File: config.mk
export PLATFORM = sky130hd
export DESIGN_NAME = indexed_list_store_core
export DESIGN_NICKNAME = d
export VERILOG_FILES = /design/src/hdl/ils_pkg.sv /design/src/hdl/ils_ram.sv /design/src/hdl/ils_seq.sv /design/src/hdl/indexed_list_store_core.sv
export SDC_FILE = /design/constraint.sdc
export NUM_CORES = 1
export LEC_CHECK = 0
export BUFFER_PORTS_ARGS = -buffer_cell sky130_fd_sc_hd__buf_4
export CAP_MARGIN = 20
export CORE_UTILIZATION = 50
export DETAILED_ROUTE_END_ITERATION = 6
export PLACE_DENSITY = 0.76
export SETUP_SLACK_MARGIN = 0.05
export SLEW_MARGIN = 10
export SYNTH_ARGS = -nofsm -noshare
export SYNTH_HDL_FRONTEND = slang
export SYNTH_SLANG_ARGS = --single-unit
File: constraint.sdc
create_clock -name clk -period 4.8 [get_ports clk]
set_clock_uncertainty 0.05 [all_clocks]
set_input_delay 0.48 -clock clk [delete_from_list [all_inputs] [get_ports clk]]
set_output_delay 0.48 -clock clk [all_outputs]
set_load 0.02 [all_outputs]
File: src/hdl/ils_pkg.sv
`timescale 1ns / 1ps
// ----------------------------------------------------------------------------
// ils_pkg
// Shared types, field widths and command / status codes of the indexed list
// store.
// ----------------------------------------------------------------------------
package ils_pkg;

  localparam int DATA_W       = 32;
  localparam int POS_W        = 16;
  localparam int FUNC_W       = 3;
  localparam int STAT_W       = 2;
  localparam int CNT_OUT_W    = 5;
  localparam int DEF_CAPACITY = 16;

  // command codes
  localparam logic [FUNC_W-1:0] FN_GET  = 3'd0;
  localparam logic [FUNC_W-1:0] FN_HEAD = 3'd1;
  localparam logic [FUNC_W-1:0] FN_TAIL = 3'd2;
  localparam logic [FUNC_W-1:0] FN_AT   = 3'd3;
  localparam logic [FUNC_W-1:0] FN_DEL  = 3'd4;

  // status codes
  localparam logic [STAT_W-1:0] ST_OK    = 2'd0;
  localparam logic [STAT_W-1:0] ST_RANGE = 2'd1;
  localparam logic [STAT_W-1:0] ST_FULL  = 2'd2;

  typedef struct packed {
    logic [FUNC_W-1:0]        func;
    logic signed [POS_W-1:0]  position;
    logic signed [DATA_W-1:0] value;
  } in_t;

  typedef struct packed {
    logic signed [DATA_W-1:0] read_value;
    logic [STAT_W-1:0]        status;
    logic [CNT_OUT_W-1:0]     count_now;
  } out_t;

endpackage

File: src/hdl/ils_ram.sv
`timescale 1ns / 1ps
// ----------------------------------------------------------------------------
// ils_ram
// Generic single-write, single-read memory with registered read data.
// ----------------------------------------------------------------------------
module ils_ram #(
  parameter int WIDTH = 32,
  parameter int DEPTH = 16
) (
  input  logic                     clk,
  input  logic                     we,
  input  logic [$clog2(DEPTH)-1:0] waddr,
  input  logic [WIDTH-1:0]         wdata,
  input  logic [$clog2(DEPTH)-1:0] raddr,
  output logic [WIDTH-1:0]         rdata
);

  logic [WIDTH-1:0] mem [DEPTH];

  always_ff @(posedge clk) begin
    if (we) begin
      mem[waddr] <= wdata;
    end
    rdata <= mem[raddr];
  end

endmodule

File: src/hdl/ils_seq.sv
`timescale 1ns / 1ps
// ----------------------------------------------------------------------------
// ils_seq
// Command sequencer: decodes one command word, then walks the element
// memory one move at a time with a shared index step and compare.
// ----------------------------------------------------------------------------
module ils_seq #(
  parameter int CAPACITY = ils_pkg::DEF_CAPACITY
) (
  input  logic                        clk,
  input  logic                        rst,
  input  logic                        in_valid,
  output logic                        in_ready,
  input  ils_pkg::in_t                in_data,
  output logic                        res_valid,
  input  logic                        res_ready,
  output ils_pkg::out_t               res_data,
  output logic                        we,
  output logic [$clog2(CAPACITY)-1:0] waddr,
  output logic [ils_pkg::DATA_W-1:0]  wdata,
  output logic [$clog2(CAPACITY)-1:0] raddr,
  input  logic [ils_pkg::DATA_W-1:0]  rdata
);
  import ils_pkg::*;

  localparam int AW = $clog2(CAPACITY);
  localparam int CW = $clog2(CAPACITY + 1);

  typedef enum logic [4:0] {
    S_IDLE = 5'b00001,
    S_GET  = 5'b00010,
    S_SHR  = 5'b00100,
    S_SHW  = 5'b01000,
    S_FIN  = 5'b10000
  } state_t;

  state_t state, state_next;
  logic [CW-1:0]     count, count_next;
  logic [CW-1:0]     idx, idx_next;
  logic [CW-1:0]     lim, lim_next;
  logic              ins, ins_next;
  logic [DATA_W-1:0] val, val_next;
  logic [DATA_W-1:0] rd_val, rd_val_next;
  logic [STAT_W-1:0] st, st_next;

  logic [CW-1:0]    step;
  logic             pos_neg;
  logic [POS_W-1:0] pos_u;
  logic [POS_W-1:0] cnt_w;
  logic             pos_ok;
  logic [POS_W-1:0] ins_p;
  logic             full;

  // shared index unit: one step up or down the list
  assign step    = ins ? (idx - CW'(1)) : (idx + CW'(1));
  assign pos_neg = in_data.position[POS_W-1];
  assign pos_u   = POS_W'(in_data.position);
  assign cnt_w   = POS_W'(count);
  assign pos_ok  = !pos_neg && (pos_u < cnt_w);
  assign full    = (count >= CW'(CAPACITY));

  always_comb begin
    case (in_data.func)
      FN_HEAD: ins_p = '0;
      FN_TAIL: ins_p = cnt_w;
      default: ins_p = pos_neg ? '0 : pos_u;
    endcase
  end

  assign in_ready  = (state == S_IDLE);
  assign res_valid = (state == S_FIN);
  assign res_data  = '{read_value: rd_val, status: st, count_now: CNT_OUT_W'(count)};

  always_comb begin
    state_next  = state;
    count_next  = count;
    idx_next    = idx;
    lim_next    = lim;
    ins_next    = ins;
    val_next    = val;
    rd_val_next = rd_val;
    st_next     = st;
    we          = 1'b0;
    waddr       = idx[AW-1:0];
    wdata       = val;
    raddr       = step[AW-1:0];
    case (state)
      S_IDLE: begin
        if (in_valid) begin
          val_next    = in_data.value;
          rd_val_next = '0;
          st_next     = ST_OK;
          state_next  = S_FIN;
          case (in_data.func)
            FN_GET: begin
              if (pos_ok) begin
                raddr      = pos_u[AW-1:0];
                state_next = S_GET;
              end else begin
                rd_val_next = '1;
                st_next     = ST_RANGE;
              end
            end
            FN_HEAD, FN_TAIL, FN_AT: begin
              // range test ahead of the full test
              if (ins_p > cnt_w) begin
                st_next = ST_RANGE;
              end else if (full) begin
                st_next = ST_FULL;
              end else begin
                ins_next   = 1'b1;
                idx_next   = count;
                lim_next   = CW'(ins_p);
                state_next = S_SHR;
              end
            end
            FN_DEL: begin
              if (pos_ok) begin
                ins_next   = 1'b0;
                idx_next   = CW'(pos_u);
                lim_next   = count - CW'(1);
                state_next = S_SHR;
              end else begin
                st_next = ST_RANGE;
              end
            end
            default: begin
              st_next = ST_RANGE;
            end
          endcase
        end
      end
      S_GET: begin
        rd_val_next = rdata;
        state_next  = S_FIN;
      end
      S_SHR: begin
        // read of the neighbour goes out on raddr, written back next cycle
        if (idx == lim) begin
          if (ins) begin
            we         = 1'b1;
            count_next = count + CW'(1);
          end else begin
            count_next = count - CW'(1);
          end
          state_next = S_FIN;
        end else begin
          state_next = S_SHW;
        end
      end
      S_SHW: begin
        we         = 1'b1;
        wdata      = rdata;
        idx_next   = step;
        state_next = S_SHR;
      end
      S_FIN: begin
        if (res_ready) begin
          state_next = S_IDLE;
        end
      end
      default: begin
        state_next = S_IDLE;
      end
    endcase
  end

  always_ff @(posedge clk) begin
    if (rst) begin
      state <= S_IDLE;
      count <= '0;
    end else begin
      state <= state_next;
      count <= count_next;
    end
  end

  always_ff @(posedge clk) begin
    idx    <= idx_next;
    lim    <= lim_next;
    ins    <= ins_next;
    val    <= val_next;
    rd_val <= rd_val_next;
    st     <= st_next;
  end

endmodule

File: src/hdl/indexed_list_store_core.sv
`timescale 1ns / 1ps
// ----------------------------------------------------------------------------
// indexed_list_store_core
// Ordered list of signed 32-bit values with get, insert and delete commands.
//
//   channel | ports                          | word
//   --------+--------------------------------+-----------------------------
//   command | in_valid, in_ready, in_data    | func, position, value
//   result  | out_valid, out_ready, out_data | read_value, status, count_now
//
// get reads one element; a rejected command goes straight to the result; an insert
// or delete moves the elements between the position and the list end one by one.
// each move is a read then a write through the element memory's read and write ports.
// synchronous reset empties the list; memory contents are not cleared.
// a stalled result sits in the output register; the sequencer holds its last
// word until that register is free, and takes no command meanwhile.
// ----------------------------------------------------------------------------
module indexed_list_store_core #(
  parameter int CAPACITY = ils_pkg::DEF_CAPACITY
) (
  input  logic          clk,
  input  logic          rst,
  input  logic          in_valid,
  output logic          in_ready,
  input  ils_pkg::in_t  in_data,
  output logic          out_valid,
  input  logic          out_ready,
  output ils_pkg::out_t out_data
);
  import ils_pkg::*;

  localparam int AW = $clog2(CAPACITY);

  logic              res_valid;
  logic              res_ready;
  out_t              res_data;
  logic              we;
  logic [AW-1:0]     waddr;
  logic [DATA_W-1:0] wdata;
  logic [AW-1:0]     raddr;
  logic [DATA_W-1:0] rdata;

  ils_seq #(
    .CAPACITY (CAPACITY)
  ) u_seq (
    .clk       (clk),
    .rst       (rst),
    .in_valid  (in_valid),
    .in_ready  (in_ready),
    .in_data   (in_data),
    .res_valid (res_valid),
    .res_ready (res_ready),
    .res_data  (res_data),
    .we        (we),
    .waddr     (waddr),
    .wdata     (wdata),
    .raddr     (raddr),
    .rdata     (rdata)
  );

  ils_ram #(
    .WIDTH (DATA_W),
    .DEPTH (CAPACITY)
  ) u_store (
    .clk   (clk),
    .we    (we),
    .waddr (waddr),
    .wdata (wdata),
    .raddr (raddr),
    .rdata (rdata)
  );

  // output register
  assign res_ready = !out_valid || out_ready;

  always_ff @(posedge clk) begin
    if (rst) begin
      out_valid <= 1'b0;
    end else if (res_ready) begin
      out_valid <= res_valid;
    end
  end

  always_ff @(posedge clk) begin
    if (res_valid && res_ready) begin
      out_data <= res_data;
    end
  end

endmodule
After elaboration in Yosys (flattened, before gate mapping)
Memories as Yosys holds them, arrays and structs flattened. A register that Yosys moved wholly into a read port is not among the register bits.
Cells that the tools add are included.
{ "totals": {"elab_cells": 101, "ramBits": 512, "memories": 1, "reg_bits": 127, "input_bits": 55} }
{ "classes": {"muxes": 45, "order_cmp": 3, "n_eq_ne": 19, "add_sub_neg": 4, "n_reduce_logical": 17} }
{ "mem_list": {"columns": ["memory", "words", "word_bits", "rd", "rd_clocked_by_memory_dff", "write_ports", "line_no", "rtl"], "rows": [
  ["u_store.mem", 16, 32, 1, 1, 1, "ils_ram.sv:18", "logic [WIDTH-1:0] mem [DEPTH];"]
]} }
{ "op_table": {"columns": ["cell", "n"], "rows": [
  ["2-to-1 mux 32 bit", 4],
  ["2-to-1 mux 5 bit", 16],
  ["one-hot mux 32 bit (2 select lines)", 1],
  ["one-hot mux 16 bit (2 select lines)", 1],
  ["one-hot mux 5 bit (2 select lines)", 3],
  ["one-hot mux 5 bit (5 select lines)", 1],
  ["greater-than comparator 16 x 5 -> 1 bit", 1],
  ["less-than comparator 16 x 5 -> 1 bit", 1],
  ["2-to-1 mux 4 bit", 4],
  ["2-to-1 mux 15 bit", 1],
  ["one-hot mux 5 bit (3 select lines)", 1],
  ["AND reduction 6 bit", 2],
  ["adder 5 x 1 -> 5 bit (second input constant)", 2],
  ["subtractor 5 x 1 -> 5 bit (second input constant)", 2],
  ["2-to-1 mux 1 bit", 8],
  ["AND reduction 2 bit", 4],
  ["== test 3 x 2 -> 1 bit (second input constant)", 2],
  ["!= test 2 bit (second input constant)", 3],
  ["!= test 3 bit (second input constant)", 2],
  ["nonzero test 2 bit", 3],
  ["== test 5 x 1 -> 1 bit (second input constant)", 1],
  ["== test 5 x 2 -> 1 bit (second input constant)", 1],
  ["== test 5 x 3 -> 1 bit (second input constant)", 1],
  ["== test 5 x 4 -> 1 bit (second input constant)", 1],
  ["17 further kinds", 22]
]} }

Logic depth before layout (Yosys ltp)
{ "depth": {"ltp_word": 7, "depth_mapped": 13} }

By module
A second synthesis with hierarchy kept.
{ "hier_totals": {"cells_unflattened": 1232, "area_unflattened_um2": 25507.0} }
{ "by_module_without_submodules": {"columns": ["module", "cells_per_inst", "area_per_inst_um2", "seq_area_each_um2", "n_inst"], "rows": [
  ["ils_ram", 838, 19835.3, 16015.4, 1],
  ["ils_seq", 350, 4445.5, 2512.4, 1],
  ["indexed_list_store_core", 44, 1226.2, 1191.1, 1]
]} }

Least setup slack after synthesis
OpenSTA, ideal clock, no wires.
{ "synth_path": {"path_kind": "register to register", "from": "reg u_seq.idx[2]", "to": "mem u_store.mem[1][0], enable pin", "t_arrival_ps": 4121, "setup_slack_ps": 168, "path_buffers": 1, "path_stages_with_launch": 9, "setup_ps": 461, "path_cell_list": "edfxtp_1 -> clkbuf_1 -> xor2_1 -> nor3_1 -> nor3b_1 -> a21oi_1 -> nor2_1 -> nand2_1 -> nor3_1"} }
{ "synth_via": {"elab_chain_cells": 5} }
{ "synth_rtl": {"columns": ["item", "line_no", "rtl"], "rows": [
  ["start, declared", "ils_seq.sv:39", "logic [CW-1:0] idx, idx_next;"],
  ["start signal, assigned", "ils_seq.sv:179", "idx <= idx_next;"],
  ["== test 5 bit", "ils_seq.sv:139", "if (idx == lim) begin"],
  ["2-to-1 mux 1 bit", "ils_seq.sv:139", null],
  ["one-hot mux 1 bit (2 select lines)", "ils_seq.sv:87", "case (state)"],
  ["2-to-1 mux 1 bit", "ils_ram.sv:21", "if (we) begin"],
  ["2-to-1 mux 1 bit (not written as such)", "ils_ram.sv:22", "mem[waddr] <= wdata;"],
  ["end, declared", "ils_ram.sv:18", null]
]} }
Several ways; a longest one is shown, not always the timed one.

Worst setup path after layout
{ "layout_path": {"from": "reg u_seq.count[2]", "to": "reg u_store.rdata[14] (read register of u_store.mem)"} }
{ "layout_via": {"elab_chain_cells": 6} }
{ "layout_rtl": {"columns": ["item", "line_no", "rtl"], "rows": [
  ["start, declared", "ils_seq.sv:38", "logic [CW-1:0] count, count_next;"],
  ["start signal, assigned", "ils_seq.sv:174", "count <= count_next;"],
  ["less-than comparator 16 x 5 -> 1 bit", "ils_seq.sv:59", "assign pos_ok = !pos_neg && (pos_u < cnt_w);"],
  ["logical AND 1 bit", "ils_seq.sv:59", null],
  ["2-to-1 mux 4 bit", "ils_seq.sv:96", "if (pos_ok) begin"],
  ["2-to-1 mux 4 bit", "ils_seq.sv:94", "case (in_data.func)"],
  ["2-to-1 mux 4 bit", "ils_seq.sv:89", "if (in_valid) begin"],
  ["2-to-1 mux 4 bit", "ils_seq.sv:87", null],
  ["end, declared", "ils_ram.sv:15", "output logic [WIDTH-1:0] rdata"]
]} }
No other way between the ends.
A chain may end at the register's enable or synchronous reset.

==> flow_metrics.py <==
metrics = {
    "floorplanning": {
        "chipHeight_um": 229,
        "num_io_pins": 96,
        "core_sq_um": 50400,
        "die_area_sq_um": 52200,
        "fp.dieW_um": 229,
        "rows": 82,
        "start_util_pct": 50.9,
    },
    "critical_path": {
        "endpoint_kind": "register",
        "cp_cell_sequence": "inv_1, ha_1, a211oi_1, o21ai_1, a2111oi_4, mux2i_4, buf_12, buf_12, mux2i_1, o22ai_1, or4_1",
        "crit_type": "reg -> reg",
        "worstPathArrival_ps": 4840,
        "path_buf_inv": 3,
        "cp_data_required_time_ps": 5200,
        "slowest_delay_ps": 820,
        "critical-path-slowest-cell": "a2111oi_4",
        "critPathMaxFanout": 71,
        "cpMostUsedCell": "buf_12",
        "worst_setup_path_start_kind": "register",
        "cp_top_family": "compound AO/OA/AOI/OAI gates",
    },
    "yosys": {
        "synthFlopType": "edfxtp_1",
        "synth_fa_ha_area_share_pct": 0.761,
        "ys_seq_area_share_pct": 76.9,
        "synthArstFlopShare_pct": 0,
        "yosysWarningCount": 0,
        "synth_xor_area_share_pct": 0.580,
        "syn-num-nets": 1587,
        "synth-compound-area-share_pct": 5.64,
        "yosysUniqueCellTypes": 44,
        "syn_avg_cell_area_sq_um": 16.9,
        "synth_top_family_by_area": "multiplexers",
        "ys_ff_latch": 671,
        "synthMuxAreaShare_pct": 10.2,
        "synth_edf_count": 628,
        "synthSimpleGateAreaFrac_pct": 4.58,
        "syn-cell-area_sq_um": 25700,
        "syn_inst": 1517,
    },
    "sta": {
        "slew_headroom_pct": 35.7,
        "post-route-period-util_pct": 92.3,
        "max_slew.worst_pin.slew_ps": 962,
        "rsz0062_at_grt": "false",
        "holdWs_ps": 18.8,
        "hold_viol": 0,
        "tns_ps": 0,
        "clock.fmax_ghz": 0.226,
        "min_period_ps": 4430,
        "maxSlewViolCount": 0,
        "setup_viol": 0,
    },
    "route": {
        "vias": 14081,
        "antenna_left": 0,
        "finalWirelength_mm": 57.9,
        "drcViolationCount": 0,
        "viasPerCell": 5.95,
        "drt-wirelength-per-cell_um": 24.4,
        "firstDrtPassIters": 5,
        "drt_iter0_drc": 1428,
    },
    "cts": {
        "cts_hold_buf": 0,
        "cts.clk_slew.worst_paths_ps": 60,
        "cts_resized": 0,
        "cts-htree-levels": 3,
        "post_cts_buffers": 0,
        "cts_buffer_depth": 3,
        "clkLatencyLatePin_ps": 590,
        "numCtsBuffers": 66,
        "root_buffer": "clkbuf_16",
        "cts_tree": "built",
        "cts.sinks": 671,
    },
    "power": {
        "p_leak_nw": 10.9,
        "p_per_area_nw_per_um2": 437,
        "power_w": 0.0130,
        "peakVddDrop_uv": 253,
    },
    "run": {
        "maxCapViolCount": 0,
    },
    "global_route": {
        "grt_pass1_wl_mm": 85.4,
        "antenna_found_initial": 0,
        "grt_max_degree": 72,
        "grt_pass1_vias": 13789,
        "track_usage_pct": 22.0,
        "grt_remaining_overflow": 0,
    },
    "place": {
        "portBuffers": 95,
        "hpwl_mm": 29.9,
        "gp_congestion": 0.817,
        "dp_cells": 2249,
    },
    "layout": {
        "drive_gt1_share_pct": 16.0,
        "final_nets": 1716,
        "antenna_cells": 0,
        "fin_util_pct": 59.1,
        "instances_no_fill": 2368,
        "area_delta_synth_final_pct": 16.0,
    },
    "worst_hold_path": {
        "hp-class": "in -> reg",
    },
    "status": {
        "outcome": "finished clean",
    },
}
per-layer routing:
metal / GRT usage, % / vias to the layer above / wire length (um)
met3: 3.37 / 112 / 4710
met4: 7.36 / 0 / 1490
met5: 0 / - / 0
met2: 36.2 / 651 / 27800
li1: - / 6221 / -
met1: 30.0 / 7097 / 23800
synthesized netlist by cell type, types with 9 or more instances:
| master | count | area, sq um |
|---|---|---|
| xnor2_1 | 13 | 114 |
| or4_1 | 32 | 240 |
| nand2_1 | 117 | 439 |
| clkbuf_1 | 49 | 184 |
| mux2i_1 | 259 | 2590 |
| nor3_1 | 15 | 75.1 |
| o22ai_1 | 129 | 807 |
| nor2_1 | 45 | 169 |
| a21o_1 | 35 | 263 |
| buf_2 | 22 | 110 |
| a21oi_1 | 17 | 85.1 |
| inv_1 | 11 | 41.3 |
| a22o_1 | 9 | 78.8 |
| nor2b_1 | 9 | 56.3 |
| edfxtp_1 | 628 | 18900 |
| dfxtp_1 | 43 | 861 |
| ha_1 | 14 | 175 |
final cells by class:
type / instances / area, sq um
clock buffers: 82 / 1840
flip-flops and latches: 671 / 19700
well taps: 672 / 841
fillers: 3609 / 20600
clock inverters: 36 / 339
inverters: 11 / 41.3
repair buffers: 139 / 1210
multi-input cells: 757 / 5770
per-stage QoR:
step	cell area, sq um	worst slack [ps]
5_1_grt	29800	239
3_3_place_gp	27600	623
6_report	29800	369
3_5_place_dp	27600	460
2_1_floorplan	25700	168
4_1_cts	29700	418
placed cells by master, fill, tap and decap left out, types with 14 or more instances in the layout:
master and instances:
ha_1 14, a21oi_1 17, nor2_1 33, mux2i_1 258, buf_4 126, clkbuf_16 69
a21o_1 35, o22ai_1 129, dfxtp_1 43, edfxtp_1 628, or4_1 32, nand2_1 117
logic make-up after synthesis:
group                      after synthesis
DFF                                    671
AOI/OAI and AO/OA                      217
muxes                                  260
buffers and inverters                   89
and+or+nand+nor                        248
xor gates and xnor gates                17
adders and majority gates               15
path summary, 6_finish.rpt:
kind	cells past startpoint	end	from	slack [ps]
setup / recovery	11	u_store.rdata[14]$_DFF_P_	u_seq.count[2]$_SDFFE_PP0P_	370
hold / removal	1	u_seq.val[20]$_DFFE_PP_	in_data[20]	20
setup reg to reg	11	u_store.rdata[14]$_DFF_P_	u_seq.count[2]$_SDFFE_PP0P_	370
hold reg to reg	0	out_data[17]$_DFFE_PP_	u_seq.rd_val[10]$_DFFE_PP_	370
registers in the layout, indices dropped and copies added, names as in the netlist:
| signal | cells |
|---|---|
| out_data | 39 |
| u_seq.lim | 5 |
| u_seq.state | 5 |
| out_valid | 1 |
| u_store.rdata | 32 |
| u_seq.val | 32 |
| u_store.mem | 512 |
| u_seq.rd_val | 32 |
| u_seq.ins | 1 |
| u_seq.count | 5 |
| u_seq.idx | 5 |
| u_seq.st | 2 |
worst register-to-register path: stages, from the launching register on:
cell and delay, ps:
dfxtp_1 520, inv_1 200, ha_1 330, a211oi_1 200
o21ai_1 150, a2111oi_4 820, mux2i_4 370, buf_12 210
buf_12 430, mux2i_1 370, o22ai_1 120, or4_1 550
report_power, final:
part	switching (W)	internal [W]	total [W]	leakage, nW
sequential	0.000103	0.00677	0.00687	6.05
combinational	0.000645	0.000311	0.000956	3.73
clock	0.00213	0.00304	0.00517	1.07
total	0.00288	0.0101	0.0130	10.9
(Power assumes the default switching activity.)
